`src/sv/dcf_pkg.sv`:
```
// ----------------------------------------------------------------------------
// dcf_pkg
// Shared types and constants for the diagonal corner finder: frame limits,
// coordinate widths, configuration register indexes and corner slots.
// ----------------------------------------------------------------------------
`default_nettype none

package dcf_pkg;

    localparam int MAX_COLS   = 4096;
    localparam int MAX_ROWS   = 4096;

    localparam int PIX_W      = 8;
    localparam int COORD_W    = 12;
    localparam int SIZE_W     = 13;
    localparam int CFG_IDX_W  = 2;
    localparam int CFG_DATA_W = 13;

    localparam logic [PIX_W-1:0]  THRESHOLD_RESET = 8'd128;
    localparam logic [SIZE_W-1:0] COLS_MAX_VAL    = SIZE_W'(MAX_COLS);
    localparam logic [SIZE_W-1:0] ROWS_MAX_VAL    = SIZE_W'(MAX_ROWS);

    typedef enum logic [CFG_IDX_W-1:0] {
        REG_WHITE_THRESHOLD = 2'd0,
        REG_FRAME_COLS      = 2'd1,
        REG_FRAME_ROWS      = 2'd2
    } cfg_reg_t;

    localparam int CORNER_NW   = 0;
    localparam int CORNER_NE   = 1;
    localparam int CORNER_SW   = 2;
    localparam int CORNER_SE   = 3;
    localparam int NUM_CORNERS = 4;

    typedef logic [COORD_W-1:0] coord_t;

    function automatic logic [SIZE_W-1:0] clamp_size(
        input logic [SIZE_W-1:0] v,
        input logic [SIZE_W-1:0] max_val
    );
        logic [SIZE_W-1:0] r;
        if (v == '0)
            r = SIZE_W'(1);
        else if (v > max_val)
            r = max_val;
        else
            r = v;
        return r;
    endfunction

endpackage : dcf_pkg

`default_nettype wire

```
`src/sv/diagonal_corner_finder_core.sv`:
```
// ----------------------------------------------------------------------------
// diagonal_corner_finder_core
// Raster-order corner search over a thresholded grayscale frame; one result
// per frame with the four diagonal-extreme dark pixels and a found flag.
// ----------------------------------------------------------------------------
// The block takes one pixel per clock cycle, top-left first, while in_ready is
// high. A pixel enters an input register; a single pass of compare-and-update
// logic against the four stored corners moves it into the frame state unless
// a result waits untaken. The frame result is loaded into the output register
// as its last pixel leaves the input register and stays until taken; pixels
// keep flowing while no result waits, and input ready drops only while the
// result register is full and not being taken and the input register holds a
// pixel that cannot move. The user must write frame size and threshold
// through the configuration port only while no pixel is in flight; the
// block does not enforce this. Sizes of zero act as one, above 4096 as 4096.
`default_nettype none

module diagonal_corner_finder_core
    import dcf_pkg::*;
(
    input  wire logic                  clk,
    input  wire logic                  rst_n,

    input  wire logic                  cfg_write,
    input  wire logic [CFG_IDX_W-1:0]  cfg_index,
    input  wire logic [CFG_DATA_W-1:0] cfg_data,

    input  wire logic                  in_valid,
    output logic                       in_ready,
    input  wire logic [PIX_W-1:0]      gray_pixel,

    output logic                       out_valid,
    input  wire logic                  out_ready,
    output logic [COORD_W-1:0]         nw_x,
    output logic [COORD_W-1:0]         nw_y,
    output logic [COORD_W-1:0]         ne_x,
    output logic [COORD_W-1:0]         ne_y,
    output logic [COORD_W-1:0]         sw_x,
    output logic [COORD_W-1:0]         sw_y,
    output logic [COORD_W-1:0]         se_x,
    output logic [COORD_W-1:0]         se_y,
    output logic                       found
);

    logic [PIX_W-1:0]   threshold_reg;
    logic [SIZE_W-1:0]  cols_cfg_reg;
    logic [SIZE_W-1:0]  rows_cfg_reg;

    logic [PIX_W-1:0]   pix_reg;
    logic               pix_valid_reg;

    coord_t             col_count_reg, col_count_next;
    coord_t             row_count_reg, row_count_next;
    coord_t             best_col_reg [NUM_CORNERS];
    coord_t             best_col_next [NUM_CORNERS];
    coord_t             best_row_reg [NUM_CORNERS];
    coord_t             best_row_next [NUM_CORNERS];
    logic               any_found_reg, any_found_next;

    logic               out_valid_reg;
    coord_t             res_col_reg [NUM_CORNERS];
    coord_t             res_row_reg [NUM_CORNERS];
    logic               found_reg;

    logic [SIZE_W-1:0]  cols_eff;
    logic [SIZE_W-1:0]  rows_eff;
    logic               advance;
    logic               dark;
    logic               last_col;
    logic               last_row;
    logic               frame_end;
    logic [SIZE_W-1:0]  sum_cur;
    logic [SIZE_W-1:0]  sum_nw;
    logic [SIZE_W-1:0]  sum_se;
    logic signed [SIZE_W:0] diff_cur;
    logic signed [SIZE_W:0] diff_ne;
    logic signed [SIZE_W:0] diff_sw;
    logic [NUM_CORNERS-1:0] take;

    assign cols_eff  = clamp_size(cols_cfg_reg, COLS_MAX_VAL);
    assign rows_eff  = clamp_size(rows_cfg_reg, ROWS_MAX_VAL);

    assign advance   = pix_valid_reg && (!out_valid_reg || out_ready);
    assign in_ready  = !pix_valid_reg || advance;

    assign dark      = (pix_reg <= threshold_reg);
    assign last_col  = ({1'b0, col_count_reg} + SIZE_W'(1)) >= cols_eff;
    assign last_row  = ({1'b0, row_count_reg} + SIZE_W'(1)) >= rows_eff;
    assign frame_end = last_col && last_row;

    assign sum_cur  = {1'b0, col_count_reg} + {1'b0, row_count_reg};
    assign sum_nw   = {1'b0, best_col_reg[CORNER_NW]} + {1'b0, best_row_reg[CORNER_NW]};
    assign sum_se   = {1'b0, best_col_reg[CORNER_SE]} + {1'b0, best_row_reg[CORNER_SE]};
    assign diff_cur = $signed({2'b00, col_count_reg}) - $signed({2'b00, row_count_reg});
    assign diff_ne  = $signed({2'b00, best_col_reg[CORNER_NE]})
                    - $signed({2'b00, best_row_reg[CORNER_NE]});
    assign diff_sw  = $signed({2'b00, best_row_reg[CORNER_SW]})
                    - $signed({2'b00, best_col_reg[CORNER_SW]});

    always_comb
    begin
        take[CORNER_NW] = sum_cur <= sum_nw;
        take[CORNER_NE] = diff_cur > diff_ne;
        take[CORNER_SW] = -diff_cur > diff_sw;
        take[CORNER_SE] = sum_cur >= sum_se;
        if (!any_found_reg)
            take = '1;
        if (!dark)
            take = '0;
    end

    always_comb
    begin
        any_found_next = any_found_reg || dark;
        for (int k = 0; k < NUM_CORNERS; k++)
        begin
            best_col_next[k] = take[k] ? col_count_reg : best_col_reg[k];
            best_row_next[k] = take[k] ? row_count_reg : best_row_reg[k];
        end
        col_count_next = last_col ? '0 : col_count_reg + COORD_W'(1);
        row_count_next = row_count_reg;
        if (last_col)
            row_count_next = last_row ? '0 : row_count_reg + COORD_W'(1);
    end

    always_ff @(posedge clk or negedge rst_n)
    begin
        if (!rst_n)
        begin
            threshold_reg <= THRESHOLD_RESET;
            cols_cfg_reg  <= COLS_MAX_VAL;
            rows_cfg_reg  <= ROWS_MAX_VAL;
        end
        else if (cfg_write)
        begin
            unique case (cfg_index)
                REG_WHITE_THRESHOLD: threshold_reg <= cfg_data[PIX_W-1:0];
                REG_FRAME_COLS:      cols_cfg_reg  <= cfg_data;
                REG_FRAME_ROWS:      rows_cfg_reg  <= cfg_data;
                default:             ;
            endcase
        end
    end

    always_ff @(posedge clk or negedge rst_n)
    begin
        if (!rst_n)
            pix_valid_reg <= 1'b0;
        else if (in_ready)
            pix_valid_reg <= in_valid;
    end

    always_ff @(posedge clk)
    begin
        if (in_ready && in_valid)
            pix_reg <= gray_pixel;
    end

    always_ff @(posedge clk or negedge rst_n)
    begin
        if (!rst_n)
        begin
            col_count_reg <= '0;
            row_count_reg <= '0;
            any_found_reg <= 1'b0;
            for (int k = 0; k < NUM_CORNERS; k++)
            begin
                best_col_reg[k] <= '0;
                best_row_reg[k] <= '0;
            end
        end
        else if (advance)
        begin
            col_count_reg <= col_count_next;
            row_count_reg <= row_count_next;
            // clear the frame state once its result has been captured
            any_found_reg <= frame_end ? 1'b0 : any_found_next;
            for (int k = 0; k < NUM_CORNERS; k++)
            begin
                best_col_reg[k] <= frame_end ? '0 : best_col_next[k];
                best_row_reg[k] <= frame_end ? '0 : best_row_next[k];
            end
        end
    end

    always_ff @(posedge clk or negedge rst_n)
    begin
        if (!rst_n)
            out_valid_reg <= 1'b0;
        else if (advance && frame_end)
            out_valid_reg <= 1'b1;
        else if (out_ready)
            out_valid_reg <= 1'b0;
    end

    always_ff @(posedge clk)
    begin
        if (advance && frame_end)
        begin
            found_reg <= any_found_next;
            for (int k = 0; k < NUM_CORNERS; k++)
            begin
                res_col_reg[k] <= best_col_next[k];
                res_row_reg[k] <= best_row_next[k];
            end
        end
    end

    assign out_valid = out_valid_reg;
    assign nw_x      = res_col_reg[CORNER_NW];
    assign nw_y      = res_row_reg[CORNER_NW];
    assign ne_x      = res_col_reg[CORNER_NE];
    assign ne_y      = res_row_reg[CORNER_NE];
    assign sw_x      = res_col_reg[CORNER_SW];
    assign sw_y      = res_row_reg[CORNER_SW];
    assign se_x      = res_col_reg[CORNER_SE];
    assign se_y      = res_row_reg[CORNER_SE];
    assign found     = found_reg;

`ifndef SYNTHESIS
    a_result_loaded: assert property (@(posedge clk) disable iff (!rst_n)
        advance && frame_end |=> out_valid_reg)
        else $error("frame end did not load the result register");

    a_frame_cleared: assert property (@(posedge clk) disable iff (!rst_n)
        advance && frame_end |=> col_count_reg == '0 && row_count_reg == '0
                                 && !any_found_reg)
        else $error("frame state not cleared after frame end");

    a_found_sticky: assert property (@(posedge clk) disable iff (!rst_n)
        any_found_reg && !(advance && frame_end) |=> any_found_reg)
        else $error("found flag dropped inside a frame");

    a_empty_zero: assert property (@(posedge clk) disable iff (!rst_n)
        out_valid_reg && !found_reg |-> nw_x == '0 && nw_y == '0 && ne_x == '0
            && ne_y == '0 && sw_x == '0 && sw_y == '0 && se_x == '0 && se_y == '0)
        else $error("empty frame reported nonzero corners");

    a_no_overwrite: assert property (@(posedge clk) disable iff (!rst_n)
        out_valid_reg && !out_ready |=> out_valid_reg && $stable(found_reg))
        else $error("pending result lost or changed");
`endif

endmodule : diagonal_corner_finder_core

`default_nettype wire

```
`config.mk`:
```
export PLATFORM = sky130hd
export DESIGN_NAME = diagonal_corner_finder_core
export DESIGN_NICKNAME = d
export VERILOG_FILES = /design/src/sv/dcf_pkg.sv /design/src/sv/diagonal_corner_finder_core.sv
export SDC_FILE = /design/constraint.sdc
export NUM_CORES = 1
export LEC_CHECK = 0
export BUFFER_PORTS_ARGS = -buffer_cell sky130_fd_sc_hd__buf_2
export CAP_MARGIN = 0
export CORE_MARGIN = 2
export CORE_UTILIZATION = 61
export CTS_CLUSTER_SIZE = 10
export DETAILED_ROUTE_END_ITERATION = 8
export PLACE_DENSITY = 0.81
export SYNTH_ARGS = -nofsm -noshare
export SYNTH_HDL_FRONTEND = slang
export SYNTH_SLANG_ARGS = --single-unit
```
`constraint.sdc`:
```
create_clock -name clk -period 11.2 [get_ports clk]
set_clock_uncertainty 0.15 [all_clocks]
set_input_delay 2.24 -clock clk [delete_from_list [all_inputs] [get_ports clk]]
set_output_delay 2.24 -clock clk [all_outputs]
set_load 0.03 [all_outputs]
```
# Word-level counts from Yosys, hierarchy flattened

Memory sizes are Yosys's and may differ from the RTL's.
Index checks and enable logic that the tools add are counted.

Bits in registers: 166
Memory bits (writable): 96
Input bits: 28
Output and inout port bits: 99
Logic and storage cells: 88
Memories kept: 2

Memory list:

| name        | words | width | rd ports | clocked after Yosys merged registers in | write ports | line                              | source |
|---|---|---|---|---|---|---|---|
| res_col_reg | 4     | 12    | 4        | 0                                       | 4           | diagonal_corner_finder_core.sv:61 | `coord_t res_col_reg [NUM_CORNERS];` |
| res_row_reg | 4     | 12    | 4        | 0                                       | 4           | diagonal_corner_finder_core.sv:62 | `coord_t res_row_reg [NUM_CORNERS];` |

$add $sub $neg: 11
Order comparisons: 9
Equality and inequality tests: 2
Multiplexer cells: 29
Reductions and logical operators: 17

Operator list:

| operator                                               | number |
|---|---|
| two-way mux 12 bit                                     | 18 |
| two-way mux 13 bit                                     | 4 |
| adder 12 x 12 -> 13 bit                                | 3 |
| >= comparator 13 bit                                   | 3 |
| subtractor 12 x 12 -> 13 bit                           | 3 |
| adder 12 x 1 -> 13 bit (second input constant)         | 2 |
| greater-than comparator 13 bit (second input constant) | 2 |
| logical NOT 13 bit                                     | 2 |
| adder 12 x 1 -> 12 bit (second input constant)         | 2 |
| greater-than comparator 14 x 13 -> 1 bit               | 1 |
| negation 13 -> 14 bit                                  | 1 |
| greater-than comparator 13 bit                         | 1 |
| <= comparator 13 bit                                   | 1 |
| <= comparator 8 bit                                    | 1 |
| two-way mux 4 bit                                      | 2 |
| AND reduction 2 bit                                    | 4 |
| two-way mux 1 bit                                      | 5 |
| logical AND 1 bit                                      | 4 |
| logical OR 1 bit                                       | 3 |
| == test 2 x 1 -> 1 bit (second input constant)         | 1 |
| == test 2 bit (second input constant)                  | 1 |
| logical NOT 1 bit                                      | 2 |
| logical NOT 2 bit                                      | 1 |
| nonzero test 2 bit                                     | 1 |

# Logic depth before layout (Yosys ltp)

Word-level depth: 8
Depth in mapped cells: 23
Depth with buffers taken out: 21

# Worst setup path after synthesis

Ideal clock, no wire load.

Kind: reg2reg
Start: register row_count_reg[1]
End: register found_reg, in the netlist found, enable pin
Library setup time: 554 ps
Arrival time: 7,257 ps
Required time: 10,496 ps
Path slack: 3,239 ps
Stages on the path, launching flop included: 15
Path buffers: 3
Period minus slack after synthesis: 7,961 ps
Path through: dfrtp_1 clkbuf_1 nand3_1 nor4_1 and3_1 nand3_1 xnor2_1 ha_1 o211ai_1 a21o_1 a22oi_1 nor2_1 buf_2 buf_1 nor2_1

Word-level cells in the longest chain between the ends: 4

RTL lines:

| item                   | line                               | source |
|---|---|---|
| start, declared        | diagonal_corner_finder_core.sv:53  | `coord_t row_count_reg, row_count_next;` |
| start signal, assigned | diagonal_corner_finder_core.sv:175 | `row_count_reg <= row_count_next;` |
| adder 12 x 1 -> 13 bit | diagonal_corner_finder_core.sv:88  | `assign last_row = ({1'b0, row_count_reg} + SIZE_W'(1)) >= rows_eff;` |
| >= comparator 13 bit   | diagonal_corner_finder_core.sv:88  |  |
| logical AND 1 bit      | diagonal_corner_finder_core.sv:89  | `assign frame_end = last_col && last_row;` |
| logical AND 1 bit      | diagonal_corner_finder_core.sv:198 | `if (advance && frame_end)` |
| end signal, assigned   | diagonal_corner_finder_core.sv:200 | `found_reg <= any_found_next;` |
| end, declared          | diagonal_corner_finder_core.sv:63  | `logic found_reg;` |

No other way between the ends.
A chain may end at the register's enable or synchronous reset.

# Worst setup path in the final report

Start: register col_count_reg[0]
End: register best_row_reg[20] (netlist name)

Word-level cells in the longest chain between the ends: 7

RTL lines:

| item                                     | line                               | source |
|---|---|---|
| start, declared                          | diagonal_corner_finder_core.sv:52  | `coord_t col_count_reg, col_count_next;` |
| start signal, assigned                   | diagonal_corner_finder_core.sv:174 | `col_count_reg <= col_count_next;` |
| subtractor 12 x 12 -> 13 bit             | diagonal_corner_finder_core.sv:94  | `assign diff_cur = $signed({2'b00, col_count_reg}) - $signed({2'b00, row_count_reg});` |
| negation 13 -> 14 bit                    | diagonal_corner_finder_core.sv:104 | `take[CORNER_SW] = -diff_cur > diff_sw;` |
| greater-than comparator 14 x 13 -> 1 bit | diagonal_corner_finder_core.sv:104 |  |
| two-way mux 4 bit                        | diagonal_corner_finder_core.sv:106 | `if (!any_found_reg)` |
| two-way mux 4 bit                        | diagonal_corner_finder_core.sv:108 | `if (!dark)` |
| two-way mux 12 bit                       | diagonal_corner_finder_core.sv:118 | `best_row_next[k] = take[k] ? row_count_reg : best_row_reg[k];` |
| two-way mux 12 bit *                     | diagonal_corner_finder_core.sv:181 | `best_row_reg[k] <= frame_end ? '0 : best_row_next[k];` |
| end signal, assigned by index            | diagonal_corner_finder_core.sv:181 |  |
| end, declared                            | diagonal_corner_finder_core.sv:56  | `coord_t best_row_reg [NUM_CORNERS];` |

Every way passes the cells marked *; elsewhere a longest branch is shown, timed or not.

==> flow_summary.html <==
<table>
<tr><th>Metric</th><th>Value</th></tr>
<tr><th colspan="2">Synthesis</th></tr>
<tr><td>Proportion of synthesized chip area in sequential cells</td><td>0.428</td></tr>
<tr><td>Yosys top cell area share</td><td>0.233</td></tr>
<tr><td>Number of flops mapped to enable cells by yosys</td><td>105</td></tr>
<tr><td>Mean Syn Cell Area</td><td>approximately 10 µm²</td></tr>
<tr><td>Cell count after synthesis</td><td>1595</td></tr>
<tr><td>Synth top cells by count</td><td>161 x ha_1, 154 x dfrtp_1, 115 x nand2_1, 105 x edfxtp_1, 100 x inv_1</td></tr>
<tr><td>Synth Cell Area</td><td>between 0.015 and 0.02 mm²</td></tr>
<tr><td>Syn nets</td><td>1790</td></tr>
<tr><td>Synth area leaders</td><td>dfrtp_1 23%, edfxtp_1 19%, ha_1 12%</td></tr>
<tr><td>Post-synth top flop</td><td>dfrtp_1</td></tr>
<tr><td>Distinct cell type count after synthesis</td><td>79</td></tr>
<tr><td>Synth Warn #</td><td>0</td></tr>
<tr><td>Synthesis-stage register bit count</td><td>262</td></tr>
<tr><td>Count leader, synth</td><td>ha_1</td></tr>
<tr><td>Share of async-settable or async-resettable flops after synthesis</td><td>0.599</td></tr>
<tr><td>Library cell occupying the most area in the post-synthesis netlist</td><td>dfrtp_1</td></tr>
<tr><th colspan="2">Cells and area</th></tr>
<tr><td>Nets</td><td>around 1900</td></tr>
<tr><td>Layout fillers</td><td>~2000</td></tr>
<tr><td>Share of post-route cells with drive strength above 1</td><td>0.172</td></tr>
<tr><td>Synth-to-Final Area Change</td><td>11.1%</td></tr>
<tr><th colspan="2">Die</th></tr>
<tr><td>Die area</td><td>around 0.028 mm²</td></tr>
<tr><td>Core Box Area</td><td>0.0268 mm²</td></tr>
<tr><td>Initial core utilization</td><td>0.618</td></tr>
<tr><td>Die Width</td><td>169 µm</td></tr>
<tr><td>I/O pins</td><td>127</td></tr>
<tr><td>Vertical extent of the die</td><td>169 µm</td></tr>
<tr><td>Total number of placement rows</td><td>60</td></tr>
<tr><th colspan="2">CTS</th></tr>
<tr><td>Hold_buf cts</td><td>0</td></tr>
<tr><td>Inserted Clock Buffers</td><td>30</td></tr>
<tr><td>Clock Sink Count</td><td>about 260</td></tr>
<tr><td>Clock buffer depth</td><td>3</td></tr>
<tr><td>Level count of the clock H-tree</td><td>1</td></tr>
<tr><td>Root buffer cell</td><td>clkbuf_16</td></tr>
<tr><td>Clock transition at path regs</td><td>0.06 ns</td></tr>
<tr><td>Cells resized by post-CTS repair</td><td>0</td></tr>
<tr><td>Clock tree from TritonCTS</td><td>done</td></tr>
<tr><td>Number of buffers inserted to repair setup after CTS</td><td>0</td></tr>
<tr><td>Clock insertion delay at the later pin of the skew report</td><td>0.56 ns</td></tr>
<tr><th colspan="2">STA</th></tr>
<tr><td>Unrepaired setup endpoints after global routing</td><td>no</td></tr>
<tr><td>Remaining max-slew budget at the tightest pin</td><td>0.183</td></tr>
<tr><td>Achievable frequency</td><td>0.154 GHz</td></tr>
<tr><td>Count of final hold-check violations</td><td>0</td></tr>
<tr><td>Final cycle utilization of the critical path</td><td>0.579</td></tr>
<tr><td>Time the worst path needs with I/O delays and setup</td><td>~6.5 ns</td></tr>
<tr><td>Final Setup Violations</td><td>0</td></tr>
<tr><td>Actual slew at the worst max-slew pin</td><td>around 1.2 ns</td></tr>
<tr><td>Total count of max-transition violations in the final report</td><td>0</td></tr>
<tr><td>Sum of negative setup slack</td><td>0 ns</td></tr>
<tr><th colspan="2">Setup path</th></tr>
<tr><td>Critical path type</td><td>flop to flop</td></tr>
<tr><td>Crit path capture type</td><td>flop</td></tr>
<tr><td>R2R depth</td><td>21</td></tr>
<tr><td>Crit Path Max Fanout</td><td>38</td></tr>
<tr><td>FF-to-FF Start</td><td>col_count_reg[0]$_DFFE_PN0P_</td></tr>
<tr><td>Endpoint of the worst register-to-register path</td><td>best_row_reg[20]$_DFFE_PN0P_</td></tr>
<tr><td>Required arrival time at the worst endpoint</td><td>approximately 12 ns</td></tr>
<tr><td>FF-to-FF setup slack</td><td>4.71 ns</td></tr>
<tr><td>Startpoint Class</td><td>flop</td></tr>
<tr><td>Critical path arrival</td><td>between 6 and 7 ns</td></tr>
<tr><th colspan="2">Worst hold path</th></tr>
<tr><td>Hold crit path type</td><td>flop to flop</td></tr>
<tr><td>Cell depth of the worst min-delay path</td><td>1</td></tr>
<tr><td>Min-Delay Startpoint</td><td>best_col_reg[20]$_DFFE_PN0P_</td></tr>
<tr><td>Endpoint of the worst hold path</td><td>best_col_reg[20]$_DFFE_PN0P_</td></tr>
<tr><th colspan="2">Placed design</th></tr>
<tr><td>Detailed placement HPWL</td><td>33500 µm</td></tr>
<tr><td>Routability-driven placement congestion ratio</td><td>0.999</td></tr>
<tr><td>Number of buffers added on ports</td><td>between 100 and 150</td></tr>
<tr><th colspan="2">GRT</th></tr>
<tr><td>Wire length of the first global-routing pass</td><td>72600 µm</td></tr>
<tr><td>Number of global-route vias before repair</td><td>12912</td></tr>
<tr><td>Antenna violations before repair</td><td>0</td></tr>
<tr><td>Maximum number of pins on one net before global-route repair</td><td>82</td></tr>
<tr><td>Total track usage</td><td>0.329</td></tr>
<tr><td>Leftover overflow at the end of global routing</td><td>0</td></tr>
<tr><th colspan="2">Routing</th></tr>
<tr><td>Via density per instance</td><td>6.49</td></tr>
<tr><td>Average routed wire per standard cell</td><td>22.8 µm</td></tr>
<tr><td>Number of nets still failing antenna checks after routing</td><td>0</td></tr>
<tr><td>DRC marker count from the first detailed-route iteration</td><td>1365</td></tr>
<tr><td>Number of detailed-routing iterations run before antenna repair</td><td>6</td></tr>
<tr><td>Number of vias after detailed routing</td><td>13386</td></tr>
<tr><td>Wire length reported by the detailed router</td><td>46900 µm</td></tr>
<tr><td>Residual DRC</td><td>0</td></tr>
<tr><th colspan="2">Outcome</th></tr>
<tr><td>Status</td><td>complete, no violations</td></tr>
<tr><th colspan="2">Job</th></tr>
<tr><td>Max_cap viols</td><td>0</td></tr>
</table>
==> per-layer routing <==
| layer | vias up | routed length [µm] | track usage |
|---|---|---|---|
| li1 | 6067 | - | - |
| met1 | 6420 | 18200 | 0.439 |
| met2 | 757 | 21600 | 0.517 |
| met3 | 142 | 5100 | 0.0786 |
| met4 | 0 | 2070 | 0.139 |
| met5 | - | 0 | 0 |
==> kinds of logic after synthesis <==
group	share of synthesized area
mux	0.0579
compound gates	0.175
xor+xnor	0.0444
flops	0.428
buf+inv	0.0455
fa+ha+maj	0.129
simple gates	0.120
==> worst max path at each step <==
stage | from | endpoint | slack [ns]
2_1_floorplan | row_count_reg[1]$_DFFE_PN0P_ | found$_DFFE_PP_ | 3.24
3_5_place_dp | col_count_reg[0]$_DFFE_PN0P_ | best_col_reg[16]$_DFFE_PN0P_ | 4.84
5_1_grt | col_count_reg[0]$_DFFE_PN0P_ | best_row_reg[16]$_DFFE_PN0P_ | 4.31
4_1_cts | col_count_reg[0]$_DFFE_PN0P_ | best_row_reg[20]$_DFFE_PN0P_ | 4.81
6_report | col_count_reg[0]$_DFFE_PN0P_ | best_row_reg[20]$_DFFE_PN0P_ | 4.71
3_3_place_gp | col_count_reg[0]$_DFFE_PN0P_ | best_row_reg[20]$_DFFE_PN0P_ | 5.08
==> cell type report <==
| type | count | area (µm²) | area share |
|---|---|---|---|
| tap | 341 | 427 | 0.0232 |
| inverter | 102 | 383 | 0.0208 |
| timing repair buffer | 153 | 840 | 0.0456 |
| clock buffer | 56 | 900 | 0.0489 |
| sequential | 262 | 7090 | 0.385 |
| antenna | 1 | 2.50 | 0.000136 |
| multi-input combinational | 1147 | 8760 | 0.476 |
==> through the flow <==
stage / hold slack (ns) / cells / area [µm²] / util / setup WS [ns]
after global placement: 0.338 / 2005 / 17500 / 0.653 / 5.08
after detailed placement: 0.346 / 2005 / 17500 / 0.653 / 4.84
after floorplan: 0.323 / 1595 / 16600 / - / 3.24
after global routing: 0.369 / 2061 / 18400 / 0.686 / 4.31
final: 0.357 / 2062 / 18400 / 0.686 / 4.71
after CTS: 0.360 / 2061 / 18400 / 0.686 / 4.81
==> cells in the final DEF (no fill, tap or decap), types with 10 or more instances in the layout <==
cell type    n
a21o_1      28
o21bai_1    17
a21oi_1     61
a31oi_1     27
buf_2      125
nand2b_1    19
dfrtp_1    154
inv_1      100
buf_4       27
mux2i_1     25
and3_1      10
ha_1       161
o211ai_2    20
mux2_2      63
o211ai_1    12
nand2_1    115
o21ai_0     91
nor2_1      77
o21a_1      11
nand3_1     31
clkbuf_16   31
edfxtp_1   105
clkbuf_1    22
nor3_1      51
nor2b_1     18
nand4_1     35
a22o_1      72
xnor2_1     54
xor2_1      30
==> worst max-delay path, cell delays in order, from the launching register on <==
cell       delay [ns]
dfrtp_1          0.71
inv_1            0.26
ha_1             0.31
fa_1             0.42
nor2b_1          0.13
o21a_1           0.15
nor2_2           0.04
xnor2_1          0.20
or4_1            0.60
a2111oi_2        0.41
nor4b_1          0.33
nor2_1           0.08
ha_1             0.32
nand4_1          0.10
nor2_1           0.19
o311a_1          0.21
or2_0            0.11
o211ai_1         0.10
a21oi_2          0.14
buf_4            0.37
and2_1           0.79
a22o_1           0.25
Power is left out: the tool's default activity adds up to more than one toggle a clock period on the data nets, which glitch-free logic cannot reach.
